<file path="src/sv/hkrb_pkg.sv">
`default_nettype none
// ----------------------------------------------------------------------------
// hkrb_pkg
// Shared constants, sequencer states and control/status structs for the
// HID key report buffer.
// ----------------------------------------------------------------------------
package hkrb_pkg;

    localparam int SLOT_COUNT_DEF = 6;
    localparam int REPORT_SLOTS   = 6;

    localparam logic [7:0] MOD_FIRST = 8'he0;
    localparam logic [7:0] MOD_END   = 8'he8;
    localparam logic [7:0] DUMMY_KEY = 8'hff;
    localparam logic [7:0] NO_KEY    = 8'h00;

    typedef enum logic [2:0] {
        ST_IDLE,
        ST_DECIDE,
        ST_SCAN,
        ST_COMMIT,
        ST_EMIT
    } state_t;

    typedef struct packed {
        logic accept;
        logic decide;
        logic scan;
        logic commit;
        logic emit;
    } ctrl_t;

    typedef struct packed {
        logic need_scan;
        logic scan_last;
    } stat_t;

endpackage : hkrb_pkg
`default_nettype wire

</file>
<file path="src/sv/hkrb_ctrl.sv">
`default_nettype none
// ----------------------------------------------------------------------------
// hkrb_ctrl
// Sequencer: accepts one transaction, steps the shared slot compare over the
// slots and commits the new slot list if needed; hands the report to output.
// ----------------------------------------------------------------------------
module hkrb_ctrl (
    input  wire logic           clk,
    input  wire logic           rst_n,
    input  wire logic           in_valid,
    output logic                in_stall,
    output logic                out_valid,
    input  wire logic           out_stall,
    input  wire hkrb_pkg::stat_t stat,
    output hkrb_pkg::ctrl_t     ctrl
);
    import hkrb_pkg::*;

    state_t state_reg;
    state_t state_next;
    logic   out_valid_reg;
    logic   out_valid_next;
    logic   out_free;

    assign out_free = !out_valid_reg || !out_stall;

    always_comb
    begin
        state_next = state_reg;
        case (state_reg)
            ST_IDLE:
            begin
                if (in_valid)
                begin
                    state_next = ST_DECIDE;
                end
            end
            ST_DECIDE:
            begin
                state_next = stat.need_scan ? ST_SCAN : ST_EMIT;
            end
            ST_SCAN:
            begin
                if (stat.scan_last)
                begin
                    state_next = ST_COMMIT;
                end
            end
            ST_COMMIT:
            begin
                state_next = ST_EMIT;
            end
            ST_EMIT:
            begin
                if (out_free)
                begin
                    state_next = ST_IDLE;
                end
            end
            default:
            begin
                state_next = ST_IDLE;
            end
        endcase
    end

    always_comb
    begin
        ctrl     = '0;
        in_stall = 1'b1;
        case (state_reg)
            ST_IDLE:
            begin
                in_stall    = 1'b0;
                ctrl.accept = in_valid;
            end
            ST_DECIDE:
            begin
                ctrl.decide = 1'b1;
            end
            ST_SCAN:
            begin
                ctrl.scan = 1'b1;
            end
            ST_COMMIT:
            begin
                ctrl.commit = 1'b1;
            end
            ST_EMIT:
            begin
                ctrl.emit = out_free;
            end
            default:
            begin
                in_stall = 1'b1;
            end
        endcase
    end

    always_comb
    begin
        out_valid_next = out_valid_reg;
        if (ctrl.emit)
        begin
            out_valid_next = 1'b1;
        end
        else if (!out_stall)
        begin
            out_valid_next = 1'b0;
        end
    end

    always_ff @(posedge clk or negedge rst_n)
    begin
        if (!rst_n)
        begin
            state_reg     <= ST_IDLE;
            out_valid_reg <= 1'b0;
        end
        else
        begin
            state_reg     <= state_next;
            out_valid_reg <= out_valid_next;
        end
    end

    assign out_valid = out_valid_reg;

endmodule : hkrb_ctrl
`default_nettype wire

</file>
<file path="src/sv/hkrb_datapath.sv">
`default_nettype none
// ----------------------------------------------------------------------------
// hkrb_datapath
// Key slots, modifier byte, scratch slot list and the single slot compare
// that the sequencer walks over the slots, one slot per cycle.
// ----------------------------------------------------------------------------
module hkrb_datapath #(
    parameter int SLOT_COUNT = hkrb_pkg::SLOT_COUNT_DEF
) (
    input  wire logic            clk,
    input  wire logic            rst_n,
    input  wire logic [7:0]      key_code,
    input  wire logic            pressed,
    input  wire hkrb_pkg::ctrl_t ctrl,
    output hkrb_pkg::stat_t      stat,
    output logic [7:0]           modifier_byte,
    output logic [7:0]           slot_0,
    output logic [7:0]           slot_1,
    output logic [7:0]           slot_2,
    output logic [7:0]           slot_3,
    output logic [7:0]           slot_4,
    output logic [7:0]           slot_5,
    output logic                 changed
);
    import hkrb_pkg::*;

    localparam int IW = (SLOT_COUNT > 1) ? $clog2(SLOT_COUNT) : 1;
    localparam int PW = $clog2(SLOT_COUNT + 1);

    logic [7:0]    code_reg;
    logic          press_reg;
    logic [7:0]    mod_reg;
    logic [7:0]    mod_next;
    logic [7:0]    slot_reg [SLOT_COUNT];
    logic [7:0]    slot_next [SLOT_COUNT];
    logic [7:0]    work_reg [SLOT_COUNT];
    logic [7:0]    work_next [SLOT_COUNT];
    logic [IW-1:0] idx_reg;
    logic [IW-1:0] idx_next;
    logic [PW-1:0] wptr_reg;
    logic [PW-1:0] wptr_next;
    logic          chg_reg;
    logic          chg_next;

    logic [7:0]    out_mod_reg;
    logic [7:0]    out_slot_reg [REPORT_SLOTS];
    logic          out_chg_reg;

    logic          hit;
    logic          ignored;
    logic          is_mod;
    logic [7:0]    mod_bit;

    // The one shared compare: the addressed slot against the event's code.
    // During the decide step the address is zero, so it checks the front slot.
    assign hit     = (slot_reg[idx_reg] == code_reg);
    assign ignored = (code_reg == NO_KEY) || (code_reg == DUMMY_KEY);
    assign is_mod  = (code_reg >= MOD_FIRST) && (code_reg < MOD_END);
    assign mod_bit = 8'b1 << code_reg[2:0];

    assign stat.need_scan = !ignored && !is_mod && !(press_reg && hit);
    assign stat.scan_last = (idx_reg == IW'(SLOT_COUNT - 1));

    always_comb
    begin
        mod_next  = mod_reg;
        slot_next = slot_reg;
        work_next = work_reg;
        idx_next  = idx_reg;
        wptr_next = wptr_reg;
        chg_next  = chg_reg;

        if (ctrl.decide)
        begin
            chg_next = 1'b0;
            idx_next = '0;
            for (int i = 0; i < SLOT_COUNT; i++)
            begin
                work_next[i] = 8'h00;
            end
            if (press_reg)
            begin
                work_next[0] = code_reg;
                wptr_next    = PW'(1);
            end
            else
            begin
                wptr_next = '0;
            end
            if (!ignored && is_mod)
            begin
                if (press_reg && ((mod_reg & mod_bit) == 8'h00))
                begin
                    mod_next = mod_reg | mod_bit;
                    chg_next = 1'b1;
                end
                else if (!press_reg && ((mod_reg & mod_bit) != 8'h00))
                begin
                    mod_next = mod_reg & ~mod_bit;
                    chg_next = 1'b1;
                end
            end
            else if (stat.need_scan && press_reg)
            begin
                chg_next = 1'b1;
            end
        end

        if (ctrl.scan)
        begin
            // Copies of the code are dropped; everything else is packed toward
            // the front, and whatever no longer fits falls off the end.
            if (hit)
            begin
                chg_next = 1'b1;
            end
            else if (wptr_reg < PW'(SLOT_COUNT))
            begin
                work_next[wptr_reg[IW-1:0]] = slot_reg[idx_reg];
                wptr_next = wptr_reg + PW'(1);
            end
            idx_next = stat.scan_last ? '0 : idx_reg + IW'(1);
        end

        if (ctrl.commit)
        begin
            slot_next = work_reg;
        end
    end

    always_ff @(posedge clk or negedge rst_n)
    begin
        if (!rst_n)
        begin
            mod_reg <= 8'h00;
            idx_reg <= '0;
            for (int i = 0; i < SLOT_COUNT; i++)
            begin
                slot_reg[i] <= 8'h00;
            end
        end
        else
        begin
            mod_reg  <= mod_next;
            idx_reg  <= idx_next;
            slot_reg <= slot_next;
        end
    end

    always_ff @(posedge clk)
    begin
        if (ctrl.accept)
        begin
            code_reg  <= key_code;
            press_reg <= pressed;
        end
        work_reg <= work_next;
        wptr_reg <= wptr_next;
        chg_reg  <= chg_next;
        if (ctrl.emit)
        begin
            out_mod_reg <= mod_reg;
            out_chg_reg <= chg_reg;
        end
    end

    for (genvar j = 0; j < REPORT_SLOTS; j++)
    begin : g_out_slot
        if (j < SLOT_COUNT)
        begin : g_held
            always_ff @(posedge clk)
            begin
                if (ctrl.emit)
                begin
                    out_slot_reg[j] <= slot_reg[j];
                end
            end
        end
        else
        begin : g_empty
            assign out_slot_reg[j] = 8'h00;
        end
    end

    assign modifier_byte = out_mod_reg;
    assign slot_0        = out_slot_reg[0];
    assign slot_1        = out_slot_reg[1];
    assign slot_2        = out_slot_reg[2];
    assign slot_3        = out_slot_reg[3];
    assign slot_4        = out_slot_reg[4];
    assign slot_5        = out_slot_reg[5];
    assign changed       = out_chg_reg;

endmodule : hkrb_datapath
`default_nettype wire

</file>
<file path="src/sv/hid_key_report_buffer_top.sv">
`default_nettype none
// Modifier, ignored and repeated-front events pass from acceptance through the
// decide and emit states to the report; other key events also pass through the
// scan state, where the single slot compare walks the slots one per cycle, and
// the commit state. A new transaction is taken only once the last one is done;
// the input is stalled while an event is in work, and a waiting report holds
// the sequencer.
// Reset (rst_n low, asynchronous): the held modifier byte and all key slots clear.
// ----------------------------------------------------------------------------
// hid_key_report_buffer_top
// Boot-keyboard style report keeper: modifier byte plus newest-first key
// slots, updated by key press and release events.
// ----------------------------------------------------------------------------
module hid_key_report_buffer_top #(
    parameter int SLOT_COUNT = hkrb_pkg::SLOT_COUNT_DEF
) (
    input  wire logic       clk,
    input  wire logic       rst_n,
    input  wire logic       in_valid,
    output logic            in_stall,
    input  wire logic [7:0] key_code,
    input  wire logic       pressed,
    output logic            out_valid,
    input  wire logic       out_stall,
    output logic [7:0]      modifier_byte,
    output logic [7:0]      slot_0,
    output logic [7:0]      slot_1,
    output logic [7:0]      slot_2,
    output logic [7:0]      slot_3,
    output logic [7:0]      slot_4,
    output logic [7:0]      slot_5,
    output logic            changed
);
    import hkrb_pkg::*;

    ctrl_t ctrl;
    stat_t stat;

    hkrb_ctrl u_ctrl (
        .clk       (clk),
        .rst_n     (rst_n),
        .in_valid  (in_valid),
        .in_stall  (in_stall),
        .out_valid (out_valid),
        .out_stall (out_stall),
        .stat      (stat),
        .ctrl      (ctrl)
    );

    hkrb_datapath #(
        .SLOT_COUNT (SLOT_COUNT)
    ) u_datapath (
        .clk           (clk),
        .rst_n         (rst_n),
        .key_code      (key_code),
        .pressed       (pressed),
        .ctrl          (ctrl),
        .stat          (stat),
        .modifier_byte (modifier_byte),
        .slot_0        (slot_0),
        .slot_1        (slot_1),
        .slot_2        (slot_2),
        .slot_3        (slot_3),
        .slot_4        (slot_4),
        .slot_5        (slot_5),
        .changed       (changed)
    );

endmodule : hid_key_report_buffer_top
`default_nettype wire

</file>
<file path="config.mk">
export PLATFORM = sky130hd
export DESIGN_NAME = hid_key_report_buffer_top
export DESIGN_NICKNAME = d
export VERILOG_FILES = /design/src/sv/hkrb_pkg.sv /design/src/sv/hkrb_ctrl.sv /design/src/sv/hkrb_datapath.sv /design/src/sv/hid_key_report_buffer_top.sv
export SDC_FILE = /design/constraint.sdc
export NUM_CORES = 1
export LEC_CHECK = 0
export ABC_AREA = 1
export BUFFER_PORTS_ARGS = -buffer_cell sky130_fd_sc_hd__buf_2
export CORE_MARGIN = 5
export CORE_UTILIZATION = 50
export CTS_BUF_LIST = sky130_fd_sc_hd__clkbuf_16
export DETAILED_ROUTE_END_ITERATION = 12
export GPL_ROUTABILITY_DRIVEN = 0
export HOLD_SLACK_MARGIN = 0.1
export PLACE_DENSITY = 0.69
export RECOVER_POWER = 50
export SETUP_SLACK_MARGIN = 0.5
export SYNTH_ARGS = -nofsm -noshare
export SYNTH_HDL_FRONTEND = slang
export SYNTH_SLANG_ARGS = --single-unit
</file>
<file path="constraint.sdc">
create_clock -name clk -period 7.5 [get_ports clk]
set_clock_uncertainty 0.15 [all_clocks]
set_input_delay 0.375 -clock clk [delete_from_list [all_inputs] [get_ports clk]]
set_output_delay 0.375 -clock clk [all_outputs]
set_load 0.02 [all_outputs]
</file>
After elaboration in Yosys (flattened, before gate mapping)
Memories as Yosys holds them, arrays and structs flattened.
Index checks and enable logic that the tools add are counted.
{"block": "totals", "elab_cells": 117, "regBits": 133, "n_memories": 1, "inputBits": 13, "ram_bits": 48, "output_inout_bits": 59}
{"block": "op_classes", "addsub": 2, "bitwise_logic": 6, "n_reduce_logical": 25, "n_shift": 1, "magnitude_cmp": 6, "n_eq_ne": 11, "mux": 43}
{"memory": "u_datapath.out_slot_reg", "words": 6, "width": 8, "rd": 6, "rd_ports_with_merged_regs": 0, "write_ports": 6, "line_no": "hkrb_datapath.sv:46", "rtl": "logic [7:0] out_slot_reg [REPORT_SLOTS];"}
{"cell": "2-to-1 mux 48 bit", "n": 4}
{"cell": "bitwise mux 48 bit", "n": 1}
{"cell": "2-to-1 mux 8 bit", "n": 6}
{"cell": "2-to-1 mux 3 bit", "n": 11}
{"cell": "binary-select mux 8 bit (select 3 bit)", "n": 1}
{"cell": "demux 8 bit (select 3 bit)", "n": 1}
{"cell": "2-to-1 mux 1 bit", "n": 18}
{"cell": "AND 8 bit", "n": 2}
{"cell": "logical NOT 8 bit", "n": 2}
{"cell": "one-hot mux 3 bit (5 select lines)", "n": 1}
{"cell": "logical AND 1 bit", "n": 9}
{"cell": "== test 8 bit", "n": 1}
{"cell": "== test 8 bit, second input constant", "n": 1}
{"cell": ">= comparator 4 bit, second input constant", "n": 2}
{"cell": ">= comparator 8 bit, second input constant", "n": 1}
{"cell": "< comparator 8 bit, second input constant", "n": 1}
{"cell": "inverter 3 -> 4 bit", "n": 2}
{"cell": "inverter 8 bit", "n": 1}
{"cell": "bitwise OR 8 bit", "n": 1}
{"cell": "nonzero test 8 bit", "n": 1}
{"cell": "left shift 1 x 3 -> 8 bit, first input constant", "n": 1}
{"cell": "adder 3 x 1 -> 3 bit, second input constant", "n": 2}
{"cell": "== test 3 x 2 -> 1 bit, second input constant", "n": 2}
{"cell": "== test 3 bit, second input constant", "n": 2}
{"cell": "10 further kinds", "n": 20}

Longest topological paths before layout
{"block": "logic_depth", "word_depth": 14, "depth_mapped": 19, "ltp_nobuf": 17}

Modules after synthesis
A second synthesis with hierarchy kept.
{"block": "unflattened", "cells_unflattened": 881, "hier_area_um2": 7734.9}
{"mod": "hkrb_datapath", "cells_per_inst": 848, "seq_area_each_um2": 4499.3, "n_inst": 1, "area_per_inst_um2": 7500.9}
{"mod": "hkrb_ctrl", "cells_per_inst": 33, "seq_area_each_um2": 100.1, "n_inst": 1, "area_per_inst_um2": 234.0}

Worst setup path before layout
Ideal clock, no wire load.
{"block": "synth_timing", "kind": "flip-flop to flip-flop", "startpoint": "reg u_ctrl.out_valid_reg (netlist: u_ctrl.out_valid)", "endpoint": "reg u_datapath.out_chg_reg (netlist: u_datapath.changed), enable pin", "path_buffers": 0, "t_arrival_ns": 2.977, "required_ns": 6.878, "setup_slack_ns": 3.901, "stages_incl_launch_ff": 4, "period_less_slack_ns": 3.599, "cell_sequence": "dfrtp_1 > nand2_1 > inv_1 > nor2_1"}
{"item": "start, declared", "line_no": "hkrb_ctrl.sv:21", "rtl": "logic out_valid_reg;"}
{"item": "start signal, assigned", "line_no": "hkrb_ctrl.sv:123", "rtl": "out_valid_reg <= out_valid_next;"}
{"item": "end signal, assigned", "line_no": "hkrb_datapath.sv:163", "rtl": "out_chg_reg <= chg_reg;"}
{"item": "end, declared", "line_no": "hkrb_datapath.sv:47", "rtl": "logic out_chg_reg;"}

==> impl_metrics.yaml <==
run_status:
  outcome: "finished with violations"
  violations: "capacitance limit, slew limit"
timing:
  clock.fmax_mhz: 248
  relSlewSlack: -1.43
  setup_ws_ns: 3.47
  rsz0062_at_grt: "false"
  period_share: 0.538
  tightest_slew_ns: 3.64
  finalSetupViolCount: 0
  finalCriticalPeriod_ns: 4.03
  final.setup.tns_ns: 0
  finalHoldViolCount: 0
  slew_violations: 64
clocking:
  path_clk_slew_ns: 0.06
  cts_buffers: 17
  clkLatencyLatePin_ns: 0.43
  cts_resized: 0
  cts_sinks: 181
  cts_tree: "built"
  clock_path_buffers: 2
  cts-root-buf: "clkbuf_16"
  cts_max_level: 4
critical_path:
  worstSetupPathType: "input port to asynchronous set/reset pin"
  cp-start-kind: "input port"
  path_max_fanout: 63
  reg2reg_depth: 15
  worstSetupStartpoint: "rst_n"
  endpoint: "u_datapath.slot_reg[22]"
  required_ns: 7.05
  reg2reg_slack_ns: 4.47
  reg2reg_to: "u_datapath.work_reg[6]"
  critPathMaxStageDelay_ns: 2.55
  crit_chain: "dlygate4sd3_1 -> buf_2 -> clkbuf_1"
  crit_arrival_ns: 3.58
  cp-end-kind: "asynchronous set/reset pin"
  slowest_stage: "clkbuf_1"
  reg2reg_from: "u_datapath.idx_reg[0]"
detailed_routing:
  drt_drc_violations_left: 0
  drt_iter0_drc: 371
  wire_per_inst_um: 15.2
  vias: 5322
  drt_pass1_iterations: 5
  vias_per_cell: 5.04
  ant_nets: 0
  routed_wirelength_mm: 16.1
logic_synthesis:
  synth_fp_nets: 791
  synthDistinctLibCells: 43
  syn_inst: 776
  synth-seq-cells: 181
  synth_seq_area_share: 0.591
  syn_area_mm2: 0.00778
  yosysWarnings: 0
  postSynthAreaPerCell_um2: 10.0
power_and_ir_drop:
  report.power.total_uw: 3390
  powerDensity_mw_per_mm2: 386
  leakagePower_uw: 0.00402
  irDropWorstVdd_mv: 0.183
cells_and_area:
  drive_gt1_frac: 0.162
  syn_to_final_growth_pct: 13.0
  nets: 871
  n_antenna_cell: 0
  final_common_cell: "nand2_1"
  design_area_mm2: 0.00879
  final_cell_mix: "nand2_1, inv_1, edfxtp_1"
hold_path:
  hold_path.class: "input port to flip-flop"
  hp-start: "in_valid"
floorplan:
  core_area_mm2: 0.0152
  die_x_um: 135
  ioPinCount: 72
  die_h_um: 135
  die_area_mm2: 0.0181
  rows: 45
  initial_utilization: 0.512
placed_design:
  hpwl_mm: 10.7
  dpl_cell_area_mm2: 0.00819
  io_buffer_count: 71
  place_ws_ns: 4.47
flow_run:
  max_cap_viol_count: 1
global_routing:
  grt_antenna_before_repair: 0
  grt_pass1_vias: 5038
  grt_pass1_wl_mm: 26.1
  grt_max_degree: 64
  grtUsageTotal: 0.185
  overflow: 0
-- synthesized netlist by cell type --
cell      count  area, um^2
nand2_1     214         803
inv_1       104         390
edfxtp_1     66        1980
dfrtp_1      63        1580
dfxtp_1      52        1040
o21ai_0      40         200
nor2_1       39         146
mux2_2       33         372
o21ai_2      28         245
nand3_1      24         120
o22ai_1      11        68.8
nand2_2      10        62.6
a21oi_1       8        40.0
o21ai_1       8        40.0
clkbuf_1      7        26.3
buf_6         6        67.6
nand2_4       6        67.6
nor3_1        5        25.0
o21a_1        5        37.5
buf_1         4        15.0
buf_12        4        80.1
buf_2         4        20.0
nand3_4       4        70.1
inv_2         3        11.3
nor4_1        3        18.8
ha_1          2        25.0
nand3_2       2        20.0
nand4_1       2        12.5
nor2_4        2        22.5
o211ai_1      2        15.0
o221ai_1      2        17.5
or2_1         2        12.5
a211oi_1      1        7.51
a22oi_1       1        7.51
buf_8         1        15.0
inv_4         1        6.26
inv_8         1        11.3
nor2_8        1        20.0
o211ai_2      1        12.5
o211ai_4      1        21.3
o31ai_1       1        7.51
o41ai_1       1        8.76
or2_2         1        6.26
-- report_power, final --
group          switching (uW)  total (uW)  internal (uW)
logic                     772        1090            321
registers                 165        1450           1280
clock network             367         853            486
total                    1300        3390           2090
-- how the worst min path moves through the flow --
stage	endpoint	slack, ns	depth (start not counted)
2_1_floorplan	asynchronous set/reset pin	-0.07	0
3_3_place_gp	u_datapath.out_slot_reg[1][1]	0.28	0
3_5_place_dp	u_datapath.modifier_byte[1]	0.29	0
4_1_cts	u_ctrl.state_reg[0]	0.11	3
5_1_grt	u_ctrl.state_reg[0]	0.15	3
6_report	u_ctrl.state_reg[0]	0.12	3
-- repair_timing --
action	CTS	global route
buffers inserted	0	0
hold buffers	11	0
endpoints found under the hold margin	73	0
-- worst max-delay path: cells and delay by family --
kind,cells,cell delay [ns]
buf+inv,3,3.16
-- per-stage QoR --
stage	cells	hold WS, ns	utilization
after floorplan	776	-0.0706	-
after CTS	1057	0.111	0.583
final	1057	0.119	0.578
after global placement	1014	0.279	0.539
after detailed placement	1014	0.286	0.539
after global routing	1057	0.152	0.578
-- kinds of logic (layout without fill, tap and decap cells) --
logic type | after synthesis | in the layout | synth area share
buffers and inverters | 135 | 228 | 0.0827
and+or+nand+nor | 315 | 315 | 0.181
muxes | 33 | 33 | 0.0478
AOI/OAI and AO/OA | 110 | 110 | 0.0938
adders and majority gates | 2 | 2 | 0.00322
DFF | 181 | 181 | 0.591
-- layer usage --
layer / part of all wire / wire, um / GRT usage
met4: 0.015 / 249 / 0.0611
met5: 0 / 0 / 0
met1: 0.48 / 7700 / 0.256
met3: 0.041 / 664 / 0.0417
met2: 0.47 / 7500 / 0.292
-- final cells by class --
cell class              count  area [um^2]
clock buffers              17          425
clock inverters            15          141
fillers                  1343         6410
inverters                 109          419
multi-input cells         460         2540
flip-flops and latches    181         4600
well taps                 188          235
repair buffers             87          425
Note: power is estimated with default switching activity, not from simulation.
